==> src/design/rsnp_pkg.sv <==
`timescale 1ns / 1ps
`default_nettype none
// ----------------------------------------------------------------------------
// RSN element parser package
// Shared codes, the queue entry type and defaults for the tagged-parameter
// parser with inline RSN decoding.
// ----------------------------------------------------------------------------
package rsnp_pkg;

    // Result kinds
    localparam logic [2:0] KIND_ELEMENT  = 3'd0;
    localparam logic [2:0] KIND_VERSION  = 3'd1;
    localparam logic [2:0] KIND_GROUP    = 3'd2;
    localparam logic [2:0] KIND_PAIRWISE = 3'd3;
    localparam logic [2:0] KIND_AKM      = 3'd4;
    localparam logic [2:0] KIND_CAPS     = 3'd5;
    localparam logic [2:0] KIND_END      = 3'd6;

    // Element framing phases
    localparam logic [1:0] PH_ID  = 2'd0;
    localparam logic [1:0] PH_LEN = 2'd1;
    localparam logic [1:0] PH_VAL = 2'd2;

    // RSN field decoder states
    localparam logic [2:0] RS_VERSION = 3'd0;
    localparam logic [2:0] RS_GROUP   = 3'd1;
    localparam logic [2:0] RS_PCOUNT  = 3'd2;
    localparam logic [2:0] RS_PAIR    = 3'd3;
    localparam logic [2:0] RS_ACOUNT  = 3'd4;
    localparam logic [2:0] RS_AKM     = 3'd5;
    localparam logic [2:0] RS_CAPS    = 3'd6;
    localparam logic [2:0] RS_DONE    = 3'd7;

    // RSN verdicts
    localparam logic [1:0] V_VALID = 2'd0;
    localparam logic [1:0] V_NONE  = 2'd1;
    localparam logic [1:0] V_BAD   = 2'd2;

    localparam logic [7:0] RSN_ID_RESET = 8'd48;

    localparam int unsigned QUEUE_DEPTH = 4;

    // Everything one input byte produces, in delivery order.
    typedef struct packed {
        logic        fld_valid;
        logic [2:0]  fld_kind;
        logic [31:0] fld_value;
        logic        elem_valid;
        logic [7:0]  elem_id;
        logic [7:0]  elem_len;
        logic        end_valid;
        logic [1:0]  end_status;
    } rsnp_bundle_t;

endpackage
`default_nettype wire

==> src/design/rsnp_front.sv <==
`timescale 1ns / 1ps
`default_nettype none
// ----------------------------------------------------------------------------
// RSN parser front end
// Accepts region bytes, tracks element framing, decodes the first RSN element
// and hands every byte's results to the queue as one bundle.
// ----------------------------------------------------------------------------
module rsnp_front
(
    input  wire logic                  clk,
    input  wire logic                  rst_n,
    input  wire logic                  cfg_we,
    input  wire logic [7:0]            cfg_wdata,
    input  wire logic                  in_valid,
    output logic                       in_stall,
    input  wire logic [7:0]            data_byte,
    input  wire logic                  last_byte,
    input  wire logic                  q_full,
    output logic                       q_push,
    output rsnp_pkg::rsnp_bundle_t     q_data
);
    import rsnp_pkg::*;

    logic [7:0]  rsn_id_reg;
    logic [1:0]  phase_reg, phase_next;
    logic [7:0]  id_reg, id_next;
    logic [7:0]  len_reg, len_next;
    logic [7:0]  left_reg, left_next;
    logic        in_rsn_reg, in_rsn_next;
    logic        seen_reg, seen_next;
    logic [2:0]  rstate_reg, rstate_next;
    logic [31:0] acc_reg, acc_next;
    logic [1:0]  bidx_reg, bidx_next;
    logic [15:0] suites_reg, suites_next;
    logic [7:0]  rleft_reg, rleft_next;
    logic [1:0]  verdict_reg, verdict_next;

    logic        accept;
    logic [31:0] acc_new;
    logic        size4;
    logic        field_done;
    logic [7:0]  left_base;
    logic [7:0]  left_after;
    logic        need_over;
    logic [7:0]  group_left;
    rsnp_bundle_t bundle;

    assign in_stall = q_full;
    assign accept   = in_valid && !q_full;

    assign acc_new    = acc_reg | ({24'd0, data_byte} << {bidx_reg, 3'b000});
    assign size4      = (rstate_reg == RS_GROUP) || (rstate_reg == RS_PAIR) ||
                        (rstate_reg == RS_AKM);
    assign field_done = size4 ? (bidx_reg == 2'd3) : (bidx_reg != 2'd0);
    // The AKM count consumes its own two bytes before the suite budget is checked.
    assign left_base  = (rstate_reg == RS_ACOUNT) ? (rleft_reg - 8'd2) : rleft_reg;
    assign need_over  = (acc_new[15:6] != 10'd0) || ({acc_new[5:0], 2'b00} > left_base);
    assign left_after = left_base - {acc_new[5:0], 2'b00};
    assign group_left = len_reg - 8'd8;

    always_comb
    begin
        phase_next   = phase_reg;
        id_next      = id_reg;
        len_next     = len_reg;
        left_next    = left_reg;
        in_rsn_next  = in_rsn_reg;
        seen_next    = seen_reg;
        rstate_next  = rstate_reg;
        acc_next     = acc_reg;
        bidx_next    = bidx_reg;
        suites_next  = suites_reg;
        rleft_next   = rleft_reg;
        verdict_next = verdict_reg;

        bundle            = '0;
        bundle.fld_value  = acc_new;
        bundle.fld_kind   = KIND_VERSION;

        unique case (phase_reg)
            PH_LEN:
            begin
                len_next  = data_byte;
                left_next = data_byte;
                if (id_reg == rsn_id_reg && !seen_reg)
                begin
                    seen_next   = 1'b1;
                    in_rsn_next = 1'b1;
                    rstate_next = RS_VERSION;
                    acc_next    = '0;
                    bidx_next   = '0;
                    suites_next = '0;
                    rleft_next  = '0;
                    if (data_byte < 8'd8)
                    begin
                        verdict_next = V_BAD;
                        rstate_next  = RS_DONE;
                    end
                end
                if (data_byte == 8'd0)
                begin
                    bundle.elem_valid = 1'b1;
                    in_rsn_next       = 1'b0;
                    phase_next        = PH_ID;
                end
                else
                begin
                    phase_next = PH_VAL;
                end
            end
            PH_VAL:
            begin
                if (in_rsn_reg && rstate_reg != RS_DONE)
                begin
                    if (!field_done)
                    begin
                        acc_next  = acc_new;
                        bidx_next = bidx_reg + 2'd1;
                    end
                    else
                    begin
                        acc_next  = '0;
                        bidx_next = '0;
                        unique case (rstate_reg) inside
                            RS_VERSION:
                            begin
                                bundle.fld_valid = 1'b1;
                                bundle.fld_kind  = KIND_VERSION;
                                rstate_next      = RS_GROUP;
                            end
                            RS_GROUP:
                            begin
                                bundle.fld_valid = 1'b1;
                                bundle.fld_kind  = KIND_GROUP;
                                rleft_next       = group_left;
                                if (group_left < 8'd2)
                                begin
                                    verdict_next = V_BAD;
                                    rstate_next  = RS_DONE;
                                end
                                else
                                begin
                                    rstate_next = RS_PCOUNT;
                                end
                            end
                            RS_PCOUNT, RS_ACOUNT:
                            begin
                                if (need_over)
                                begin
                                    verdict_next = V_BAD;
                                    rstate_next  = RS_DONE;
                                end
                                else
                                begin
                                    rleft_next  = left_after;
                                    suites_next = acc_new[15:0];
                                    if (acc_new[15:0] != 16'd0)
                                    begin
                                        rstate_next = (rstate_reg == RS_PCOUNT) ? RS_PAIR
                                                                                : RS_AKM;
                                    end
                                    else if (left_after < 8'd2)
                                    begin
                                        verdict_next = V_BAD;
                                        rstate_next  = RS_DONE;
                                    end
                                    else
                                    begin
                                        rstate_next = (rstate_reg == RS_PCOUNT) ? RS_ACOUNT
                                                                                : RS_CAPS;
                                    end
                                end
                            end
                            RS_PAIR, RS_AKM:
                            begin
                                bundle.fld_valid = 1'b1;
                                bundle.fld_kind  = (rstate_reg == RS_PAIR) ? KIND_PAIRWISE
                                                                           : KIND_AKM;
                                suites_next      = suites_reg - 16'd1;
                                if (suites_reg == 16'd1)
                                begin
                                    if (rleft_reg < 8'd2)
                                    begin
                                        verdict_next = V_BAD;
                                        rstate_next  = RS_DONE;
                                    end
                                    else
                                    begin
                                        rstate_next = (rstate_reg == RS_PAIR) ? RS_ACOUNT
                                                                              : RS_CAPS;
                                    end
                                end
                            end
                            default:
                            begin
                                bundle.fld_valid = 1'b1;
                                bundle.fld_kind  = KIND_CAPS;
                                verdict_next     = V_VALID;
                                rstate_next      = RS_DONE;
                            end
                        endcase
                    end
                end
                left_next = left_reg - 8'd1;
                if (left_reg == 8'd1)
                begin
                    bundle.elem_valid = 1'b1;
                    in_rsn_next       = 1'b0;
                    phase_next        = PH_ID;
                end
            end
            default:
            begin
                id_next    = data_byte;
                phase_next = PH_LEN;
            end
        endcase

        bundle.elem_id  = id_reg;
        bundle.elem_len = len_next;

        if (last_byte)
        begin
            // An RSN element still open at the end of the region is incomplete.
            bundle.end_valid  = 1'b1;
            bundle.end_status = in_rsn_next ? V_NONE : verdict_next;
            phase_next   = PH_ID;
            id_next      = '0;
            len_next     = '0;
            left_next    = '0;
            in_rsn_next  = 1'b0;
            seen_next    = 1'b0;
            rstate_next  = RS_VERSION;
            acc_next     = '0;
            bidx_next    = '0;
            suites_next  = '0;
            rleft_next   = '0;
            verdict_next = V_NONE;
        end
    end

    assign q_push = accept && (bundle.fld_valid || bundle.elem_valid || bundle.end_valid);
    assign q_data = bundle;

    always_ff @(posedge clk or negedge rst_n)
    begin
        if (!rst_n)
        begin
            rsn_id_reg  <= RSN_ID_RESET;
            phase_reg   <= PH_ID;
            id_reg      <= '0;
            len_reg     <= '0;
            left_reg    <= '0;
            in_rsn_reg  <= 1'b0;
            seen_reg    <= 1'b0;
            rstate_reg  <= RS_VERSION;
            acc_reg     <= '0;
            bidx_reg    <= '0;
            suites_reg  <= '0;
            rleft_reg   <= '0;
            verdict_reg <= V_NONE;
        end
        else
        begin
            if (cfg_we)
            begin
                rsn_id_reg <= cfg_wdata;
            end
            if (accept)
            begin
                phase_reg   <= phase_next;
                id_reg      <= id_next;
                len_reg     <= len_next;
                left_reg    <= left_next;
                in_rsn_reg  <= in_rsn_next;
                seen_reg    <= seen_next;
                rstate_reg  <= rstate_next;
                acc_reg     <= acc_next;
                bidx_reg    <= bidx_next;
                suites_reg  <= suites_next;
                rleft_reg   <= rleft_next;
                verdict_reg <= verdict_next;
            end
        end
    end

endmodule
`default_nettype wire

==> src/design/rsnp_queue.sv <==
`timescale 1ns / 1ps
`default_nettype none
// ----------------------------------------------------------------------------
// RSN parser bundle queue
// Small first-in first-out buffer of result bundles between the front end
// and the output sequencer.
// ----------------------------------------------------------------------------
module rsnp_queue
#(
    parameter int unsigned DEPTH = rsnp_pkg::QUEUE_DEPTH
)
(
    input  wire logic                  clk,
    input  wire logic                  rst_n,
    input  wire logic                  push,
    input  wire rsnp_pkg::rsnp_bundle_t push_data,
    output logic                       full,
    input  wire logic                  pop,
    output logic                       head_valid,
    output rsnp_pkg::rsnp_bundle_t     head_data
);
    import rsnp_pkg::*;

    localparam int unsigned PTR_W = (DEPTH > 1) ? $clog2(DEPTH) : 1;
    localparam int unsigned CNT_W = $clog2(DEPTH + 1);
    localparam logic [PTR_W-1:0] LAST_IDX = PTR_W'(DEPTH - 1);
    localparam logic [CNT_W-1:0] FULL_CNT = CNT_W'(DEPTH);

    rsnp_bundle_t     mem_reg [DEPTH];
    logic [PTR_W-1:0] wr_ptr_reg;
    logic [PTR_W-1:0] rd_ptr_reg;
    logic [CNT_W-1:0] count_reg;

    assign full       = (count_reg == FULL_CNT);
    assign head_valid = (count_reg != '0);
    assign head_data  = mem_reg[rd_ptr_reg];

    always_ff @(posedge clk)
    begin
        if (push)
        begin
            mem_reg[wr_ptr_reg] <= push_data;
        end
    end

    always_ff @(posedge clk or negedge rst_n)
    begin
        if (!rst_n)
        begin
            wr_ptr_reg <= '0;
            rd_ptr_reg <= '0;
            count_reg  <= '0;
        end
        else
        begin
            if (push)
            begin
                wr_ptr_reg <= (wr_ptr_reg == LAST_IDX) ? '0 : wr_ptr_reg + 1'b1;
            end
            if (pop)
            begin
                rd_ptr_reg <= (rd_ptr_reg == LAST_IDX) ? '0 : rd_ptr_reg + 1'b1;
            end
            if (push && !pop)
            begin
                count_reg <= count_reg + 1'b1;
            end
            else if (pop && !push)
            begin
                count_reg <= count_reg - 1'b1;
            end
        end
    end

endmodule
`default_nettype wire

==> src/design/rsnp_back.sv <==
`timescale 1ns / 1ps
`default_nettype none
// ----------------------------------------------------------------------------
// RSN parser output sequencer
// Unpacks each queued bundle into single results and presents them one per
// cycle while out_stall is low, through a registered output stage.
// ----------------------------------------------------------------------------
module rsnp_back
(
    input  wire logic                   clk,
    input  wire logic                   rst_n,
    input  wire logic                   q_valid,
    input  wire rsnp_pkg::rsnp_bundle_t q_data,
    output logic                        q_pop,
    output logic                        out_valid,
    input  wire logic                   out_stall,
    output logic [2:0]                  kind,
    output logic [7:0]                  element_id,
    output logic [7:0]                  element_length,
    output logic [31:0]                 field_value,
    output logic [1:0]                  rsn_status,
    output logic                        final_result
);
    import rsnp_pkg::*;

    rsnp_bundle_t cur_reg;
    logic [2:0]   pend_reg;      // bit 0 field, bit 1 element, bit 2 region end
    logic [2:0]   pend_after;
    logic [2:0]   pick;
    logic         load_out;

    logic        out_valid_reg;
    logic [2:0]  kind_reg;
    logic [7:0]  id_reg;
    logic [7:0]  len_reg;
    logic [31:0] value_reg;
    logic [1:0]  status_reg;
    logic        final_reg;

    always_comb
    begin
        if (pend_reg[0])
        begin
            pick = 3'b001;
        end
        else if (pend_reg[1])
        begin
            pick = 3'b010;
        end
        else
        begin
            pick = 3'b100;
        end
    end

    assign load_out   = (pend_reg != 3'b000) && (!out_valid_reg || !out_stall);
    assign pend_after = load_out ? (pend_reg & ~pick) : pend_reg;
    assign q_pop      = q_valid && (pend_after == 3'b000);

    always_ff @(posedge clk)
    begin
        if (q_pop)
        begin
            cur_reg <= q_data;
        end
        if (load_out)
        begin
            kind_reg   <= KIND_END;
            id_reg     <= '0;
            len_reg    <= '0;
            value_reg  <= '0;
            status_reg <= '0;
            final_reg  <= 1'b0;
            if (pick[0])
            begin
                kind_reg  <= cur_reg.fld_kind;
                value_reg <= cur_reg.fld_value;
            end
            else if (pick[1])
            begin
                kind_reg <= KIND_ELEMENT;
                id_reg   <= cur_reg.elem_id;
                len_reg  <= cur_reg.elem_len;
            end
            else
            begin
                status_reg <= cur_reg.end_status;
                final_reg  <= 1'b1;
            end
        end
    end

    always_ff @(posedge clk or negedge rst_n)
    begin
        if (!rst_n)
        begin
            pend_reg      <= 3'b000;
            out_valid_reg <= 1'b0;
        end
        else
        begin
            if (q_pop)
            begin
                pend_reg <= {q_data.end_valid, q_data.elem_valid, q_data.fld_valid};
            end
            else
            begin
                pend_reg <= pend_after;
            end
            if (load_out)
            begin
                out_valid_reg <= 1'b1;
            end
            else if (!out_stall)
            begin
                out_valid_reg <= 1'b0;
            end
        end
    end

    assign out_valid      = out_valid_reg;
    assign kind           = kind_reg;
    assign element_id     = id_reg;
    assign element_length = len_reg;
    assign field_value    = value_reg;
    assign rsn_status     = status_reg;
    assign final_result   = final_reg;

endmodule
`default_nettype wire

==> src/design/wlan_info_element_rsn_parser.sv <==
`timescale 1ns / 1ps
`default_nettype none
// ----------------------------------------------------------------------------
// Tagged-parameter parser with RSN decoding
// Splits a region of information elements into elements and decodes the
// first RSN element, closing each region with an RSN verdict.
// ----------------------------------------------------------------------------
// Channel   Handshake               Payload
// input     in_valid / in_stall     data_byte, last_byte
// output    out_valid / out_stall   kind, element_id, element_length,
//                                   field_value, rsn_status, final_result
// config    cfg_we                  cfg_wdata (RSN element id)
//
// One byte is accepted per cycle while the bundle queue has room; the front
// end finishes each byte in that cycle. A byte yields up to three results,
// which the output stage delivers at one per cycle, so the output port sets
// the sustained rate. Results pass through the queue, cur_reg and output stage.
// Reset clears all parser and queue state at once; there is no clearing pass.
// A stalled output fills the queue and then stalls the input.
// ----------------------------------------------------------------------------
module wlan_info_element_rsn_parser
#(
    parameter int unsigned QUEUE_DEPTH = rsnp_pkg::QUEUE_DEPTH
)
(
    input  wire logic        clk,
    input  wire logic        rst_n,
    input  wire logic        cfg_we,
    input  wire logic [7:0]  cfg_wdata,
    input  wire logic        in_valid,
    output logic             in_stall,
    input  wire logic [7:0]  data_byte,
    input  wire logic        last_byte,
    output logic             out_valid,
    input  wire logic        out_stall,
    output logic [2:0]       kind,
    output logic [7:0]       element_id,
    output logic [7:0]       element_length,
    output logic [31:0]      field_value,
    output logic [1:0]       rsn_status,
    output logic             final_result
);
    import rsnp_pkg::*;

    rsnp_bundle_t push_data;
    rsnp_bundle_t head_data;
    logic         q_push;
    logic         q_full;
    logic         q_pop;
    logic         q_valid;

    rsnp_front u_front
    (
        .clk       (clk),
        .rst_n     (rst_n),
        .cfg_we    (cfg_we),
        .cfg_wdata (cfg_wdata),
        .in_valid  (in_valid),
        .in_stall  (in_stall),
        .data_byte (data_byte),
        .last_byte (last_byte),
        .q_full    (q_full),
        .q_push    (q_push),
        .q_data    (push_data)
    );

    rsnp_queue #(.DEPTH(QUEUE_DEPTH)) u_queue
    (
        .clk        (clk),
        .rst_n      (rst_n),
        .push       (q_push),
        .push_data  (push_data),
        .full       (q_full),
        .pop        (q_pop),
        .head_valid (q_valid),
        .head_data  (head_data)
    );

    rsnp_back u_back
    (
        .clk            (clk),
        .rst_n          (rst_n),
        .q_valid        (q_valid),
        .q_data         (head_data),
        .q_pop          (q_pop),
        .out_valid      (out_valid),
        .out_stall      (out_stall),
        .kind           (kind),
        .element_id     (element_id),
        .element_length (element_length),
        .field_value    (field_value),
        .rsn_status     (rsn_status),
        .final_result   (final_result)
    );

`ifndef NO_ASSERTIONS
    // The closing flag travels only with the region-end result.
    a_final_kind: assert property (@(posedge clk) disable iff (!rst_n)
        out_valid |-> (final_result == (kind == KIND_END)))
        else $error("final_result does not match a region-end result");

    // The front end never writes into a full queue.
    a_no_overflow: assert property (@(posedge clk) disable iff (!rst_n)
        q_push |-> !q_full)
        else $error("bundle pushed into a full queue");

    // The sequencer only takes bundles that are present.
    a_no_underflow: assert property (@(posedge clk) disable iff (!rst_n)
        q_pop |-> q_valid)
        else $error("bundle popped from an empty queue");
`endif

endmodule
`default_nettype wire

==> config.mk <==
export PLATFORM = sky130hd
export DESIGN_NAME = wlan_info_element_rsn_parser
export DESIGN_NICKNAME = d
export VERILOG_FILES = /design/src/design/rsnp_pkg.sv /design/src/design/rsnp_front.sv /design/src/design/rsnp_queue.sv /design/src/design/rsnp_back.sv /design/src/design/wlan_info_element_rsn_parser.sv
export SDC_FILE = /design/constraint.sdc
export NUM_CORES = 1
export LEC_CHECK = 0
export BUFFER_PORTS_ARGS = -buffer_cell sky130_fd_sc_hd__buf_2
export CORE_ASPECT_RATIO = 1.2
export CORE_MARGIN = 2
export CORE_UTILIZATION = 55
export DETAILED_ROUTE_END_ITERATION = 8
export GPL_TIMING_DRIVEN = 1
export PLACE_DENSITY = 0.69
export SYNTH_ARGS = -nofsm -noshare
export SYNTH_HDL_FRONTEND = slang
export SYNTH_SLANG_ARGS = --single-unit
export TNS_END_PERCENT = 10
==> constraint.sdc <==
create_clock -name clk -period 10.2 [get_ports clk]
set_input_delay 0.51 -clock clk [delete_from_list [all_inputs] [get_ports clk]]
set_output_delay 0.51 -clock clk [all_outputs]
set_load 0.01 [all_outputs]
# After elaboration in Yosys (flattened, before gate mapping)
# Memories as Yosys holds them, arrays and structs flattened.
# Index checks and enable logic that the tools add are counted.
# totals
register_bits	217
mem_bits_rw	224
inputBits	22
out_inout_bits	56
elab_cells	218
memories	1
# classes
n_addsub	10
n_lt_le_gt_ge	5
eq_ne	25
shift	1
mux	98
n_bitwise	4
n_reduce_logical	45
# mem_list
name	depth	word_bits	read_ports	rd_clocked_by_memory_dff	wr	line_no	rtl
u_queue.mem_reg	4	56	1	0	1	rsnp_queue.sv:29	rsnp_bundle_t mem_reg [DEPTH];
# ops
op	count
2-to-1 mux 32 bit	4
2-to-1 mux 8 bit	11
2-to-1 mux 16 bit	5
2-to-1 mux 3 bit	22
case mux 16 bit (2 select lines)	2
case mux 32 bit (2 select lines)	1
case mux 8 bit (2 select lines)	3
2-to-1 mux 2 bit	23
bitwise OR 32 bit	1
<< shifter 8 x 5 -> 32 bit	1
less-than comparator 8 x 2 -> 1 bit, second input constant	3
equality test 16 x 1 -> 1 bit, second input constant	1
case mux 4 bit (4 select lines)	1
nonzero test 16 bit	1
subtractor 16 x 1 -> 16 bit, second input constant	1
2-to-1 mux 1 bit	15
AND reduction 7 bit	2
2-to-1 mux 4 bit	3
inequality test 3 x 2 -> 1 bit, second input constant	4
case mux 2 bit (2 select lines)	3
case mux 3 bit (4 select lines)	1
nonzero test 10 bit	1
OR reduction 2 bit	5
equality test 3 bit, second input constant	3
other kinds (36)	71

# Logic depth before layout (Yosys ltp)
# depth
ltp_word	19
mapped_depth	16
mapped_depth_nobuf	14

# By module
# A second synthesis with hierarchy kept.
# hier_totals
cells_unflattened	1274
hier_area_um2	18689.2
# modules_own_cells
module	n_inst	cells_each	area_each_um2	seq_area_each_um2
rsnp_queue	1	330	8521.9	6901.6
rsnp_front	1	750	6332.3	2456.1
rsnp_back	1	194	3834.9	3313.2

# Least setup slack after synthesis
# OpenSTA, ideal clock, no wires.
# synth_timing
kind	flip-flop to flip-flop
startpoint	reg u_front.bidx_reg[0]
endpoint	mem u_queue.mem_reg[0][0] (netlist bit) (enable)
setup_ps	420
arrival_ps	3139
required_ps	9780
slack_ps	6641
stages_incl_launch_ff	10
path_buffers	1
period_less_slack_ps	3559
cell_sequence	dfrtp_1 > clkbuf_1 > inv_1 > ha_1 > o22ai_1 > and2_1 > nand2_1 > nor2_1 > o31a_1 > and2_1
# synth_rtl
element	line_no	rtl
from (decl)	rsnp_front.sv:33	logic [1:0] bidx_reg, bidx_next;
from (signal assigned)	rsnp_front.sv:279	bidx_reg <= bidx_next;
to (decl)	rsnp_queue.sv:29	

# Worst setup path in the final report
# layout_timing
startpoint	reg u_front.rstate_reg[0]
endpoint	reg u_front.rleft_reg[7]
# layout_between
elab_chain_len	9
elab_cells_between_ends	26
cone_classes	add/sub (1); order compare (1); eq/ne (10); mux (8); reduce/logical (6)
# layout_rtl
element	line_no	rtl
from (decl)	rsnp_front.sv:31	logic [2:0] rstate_reg, rstate_next;
from (signal assigned)	rsnp_front.sv:277	rstate_reg <= rstate_next;
equality test 3 bit	rsnp_front.sv:56	assign left_base = (rstate_reg == RS_ACOUNT) ? (rleft_reg - 8'd2) : rleft_reg;
2-to-1 mux 8 bit	rsnp_front.sv:56	
subtractor 8 bit	rsnp_front.sv:58	assign left_after = left_base - {acc_new[5:0], 2'b00};
2-to-1 mux 8 bit	rsnp_front.sv:148	if (need_over)
case mux 8 bit (2 select lines)	rsnp_front.sv:124	unique case (rstate_reg) inside
2-to-1 mux 8 bit	rsnp_front.sv:115	if (!field_done)
2-to-1 mux 8 bit	rsnp_front.sv:113	if (in_rsn_reg && rstate_reg != RS_DONE)
case mux 8 bit (2 select lines)	rsnp_front.sv:80	unique case (phase_reg)
2-to-1 mux 8 bit	rsnp_front.sv:222	if (last_byte)
to (signal assigned)	rsnp_front.sv:281	rleft_reg <= rleft_next;
to (decl)	rsnp_front.sv:35	logic [7:0] rleft_reg, rleft_next;
# Parallel ways exist; a longest one is shown, timed or not. The select of a mux whose other input is x is not followed.
# A chain may end at the register's enable or synchronous reset.

==> metrics.txt <==
Routed Antenna Nets=0; worst clock skew=0.0166 ns; Worst-path clk slew=0.06 ns; CP bufs+invs=1; Die Y=a little over 200 um; Final Hold Fails=0; Tightest Hold Check Type=in2reg; prevailing post-synth register cell=edfxtp_1; row cnt=73; Initial Util=55.6%; WL/cell=21.1 um; layout cell share with drive strength beyond 1=18.2%; CP peak stage delay=0.80 ns; fin cells=1,803; post-CTS sizing=0; max FFs per register=224; async set-or-reset flop fraction in the synthesized netlist=24.8%; fin crit period=4.48 ns; full die area=~35,000 um2; via/cell ratio=5.86; vias in the first global route=around 11,000; number of antenna violations at the first check in global routing=1; Syn Inst Count=between 1,000 and 1,500; Setup WS pre-CTS=5.77 ns; YS warnings=0; CTS buffer count=43; PnR worst setup slack=approximately 5.7 ns; first-iteration detailed-routing DRC count=801; I/O Buffers=77; pin count of the biggest net entering global routing=63; pwr dens=287 nW/um2; crit end category=register; Mapped Nets=1,297; actual slew at the worst max-slew pin=approximately 1.1 ns; sequential cell area fraction in the yosys report=between 60% and 70%; CORE AREA=33,100 um2; Reg2Reg Setup Slack=5.72 ns; Synth Register Bits=440; CTS sink count=440; Slowest cell on crit path=o211ai_1; GPL Wtd Cong=0.881; Synth Area per Inst=14.7 um2; Peak supply drop=207 uV; most frequent cells in the layout=331 x edfxtp_1, 104 x dfrtp_1, 95 x nor2_1; # fillers=~2,500; Post-DP HPWL=23,300 um; ANT cells=0; RSZ-0062 raised after global routing=no; Tot Pwr=around 5900 uW; fmax=223 MHz; max-slew violations=0; vias=around 11,000; Pleak=0.00776 uW; Syn-to-layout area delta=11.9%; drt first pass iters=5; critical-path cell list=or3b_1 -> a21oi_1 -> ha_1 -> inv_1 -> fa_1 -> a211oi_1 -> o21bai_1 -> a21oi_1 -> a211oi_1 -> o211ai_1 -> a2111oi_0 -> a21o_1; Post-CTS Setup Bufs=0; Worst EP required=10.62 ns; Final setup viols=0; first-pass GRT wire length=60,600 um; Max Cap Viol=0; Yosys cell types=71; Die Wd=between 150 and 200 um; Total Nets Final=1,367; status=completed; root buffer cell=clkbuf_16; detailed-route wire length=38,000 um; Setup CP Type=reg2reg; htree depth=2; arrival time worst endpoint=4.90 ns; CP delay by family, top=compound AO/OA/AOI/OAI gates; Clock Tree Buf Depth=3; CTS hold repair buffers=1; gr usage total=a little under a quarter; worst skew pair latency=0.54 ns; grt ovf=0; Top Ports=78; CP max FO=21; fin crit share=between 40% and 50%; setup TNS=0 ns; Util after Layout=62.2%; most common cell after layout, fill and taps aside=edfxtp_1; Post-synth EDFFs=331; Placed Instances=1,725; Post-route DRC=0; CP Launch Type=register; CTS tree=done; Synth Cell Area=18,400 um2; Worst slew margin=25.4%
-- per-layer routing --
layer  routed length [um]  GRT usage (%)
met1                17000           32.8
met2                18300           36.5
met4                  859           6.81
met3                 1830           3.27
met5                    7              0
-- Yosys cell counts, types with 3 or more instances --
| cell | instances | area (um2) |
|---|---|---|
| nor3b_1 | 4 | 30.0 |
| o41ai_1 | 3 | 26.3 |
| o21a_1 | 3 | 22.5 |
| a22oi_1 | 4 | 30.0 |
| mux4_2 | 56 | 1260 |
| dfstp_2 | 3 | 78.8 |
| a21oi_1 | 73 | 365 |
| or3_1 | 5 | 31.3 |
| o2111ai_1 | 3 | 26.3 |
| xor2_1 | 8 | 70.1 |
| inv_1 | 40 | 150 |
| mux2_2 | 15 | 169 |
| nand2_1 | 73 | 274 |
| a211oi_1 | 3 | 22.5 |
| mux2_1 | 3 | 33.8 |
| nor4_1 | 9 | 56.3 |
| o21ai_1 | 49 | 245 |
| buf_1 | 7 | 26.3 |
| dfrtp_1 | 106 | 2650 |
| xnor2_1 | 14 | 123 |
| nand2b_1 | 7 | 43.8 |
| a31oi_1 | 7 | 43.8 |
| edfxtp_1 | 331 | 9940 |
| a31o_1 | 3 | 26.3 |
| ha_1 | 22 | 275 |
| a21o_1 | 28 | 210 |
| nand3b_1 | 3 | 22.5 |
| and2_1 | 65 | 407 |
| clkbuf_1 | 47 | 176 |
| or4_1 | 4 | 30.0 |
| buf_6 | 4 | 45.0 |
| nor2_1 | 96 | 360 |
| o21ai_0 | 31 | 155 |
| nor3_1 | 26 | 130 |
| a22o_1 | 11 | 96.3 |
| and3_1 | 9 | 56.3 |
| nor2b_1 | 3 | 18.8 |
| o31ai_1 | 11 | 82.6 |
| o211ai_1 | 7 | 52.6 |
| nand3_1 | 9 | 45.0 |
-- final cells by class --
cell class	instances	area, um2	share of cell area (%)
timing repair buffer	84	443	2.16
tap	450	563	2.74
clock buffer	55	1200	5.86
multi-input combinational	710	5310	25.8
inverter	42	158	0.767
sequential	440	12700	61.7
clock inverter	22	196	0.956
-- stage by stage --
stage | hold slack [ns] | area (um2)
floorplan | 0.214 | 18400
global placement | 0.459 | 19100
detailed placement | 0.471 | 19100
CTS | 0.181 | 20500
global route | 0.193 | 20500
finish | 0.208 | 20500
-- power by group --
part / leakage, uW / total (uW) / internal [uW] / switching, uW
combinational: 0.00248 / 1540 / 625 / 916
clock: 0.000698 / 1560 / 912 / 649
sequential: 0.00457 / 2790 / 2510 / 275
-- final timing paths --
check	startpoint	end	depth (start not counted)
worst max-delay path	u_front.rstate_reg[0]$_DFFE_PN0P_	u_front.rleft_reg[7]$_DFFE_PN0P_	12
worst min-delay path	cfg_wdata[7]	u_front.rsn_id_reg[7]$_DFFE_PN0P_	2
worst max register to register	u_front.rstate_reg[0]$_DFFE_PN0P_	u_front.rleft_reg[7]$_DFFE_PN0P_	12
worst min register to register	u_front.len_reg[0]$_DFFE_PN0P_	u_front.len_reg[0]$_DFFE_PN0P_	2
max in group asynchronous	rst_n	u_front.acc_reg[27]$_DFFE_PN0P_	3
min in group asynchronous	rst_n	u_queue.count_reg[0]$_DFFE_PN0P_	2
-- worst reg2reg max path: cells and delay by family (launching register included) --
family | cells | cell delay [ns]
AO/OA/AOI/OAI | 8 | 2.51
flip-flops | 1 | 0.59
buffers and inverters | 1 | 0.06
adder cells (fa/ha/maj) | 2 | 0.62
AND/OR/NAND/NOR | 1 | 0.58
-- cell families (layout without fill, tap and decap cells) --
family | Yosys count | after routing | synth area share (%)
multiplexers | 76 | 76 | 8.08
buffers and inverters | 101 | 203 | 2.23
XOR/XNOR | 22 | 22 | 1.05
flip-flops | 440 | 440 | 69.0
AND/OR/NAND/NOR | 328 | 328 | 9.07
adder cells (fa/ha/maj) | 25 | 25 | 1.77
AO/OA/AOI/OAI | 259 | 259 | 8.83
Power figures use the tool's default switching activity.
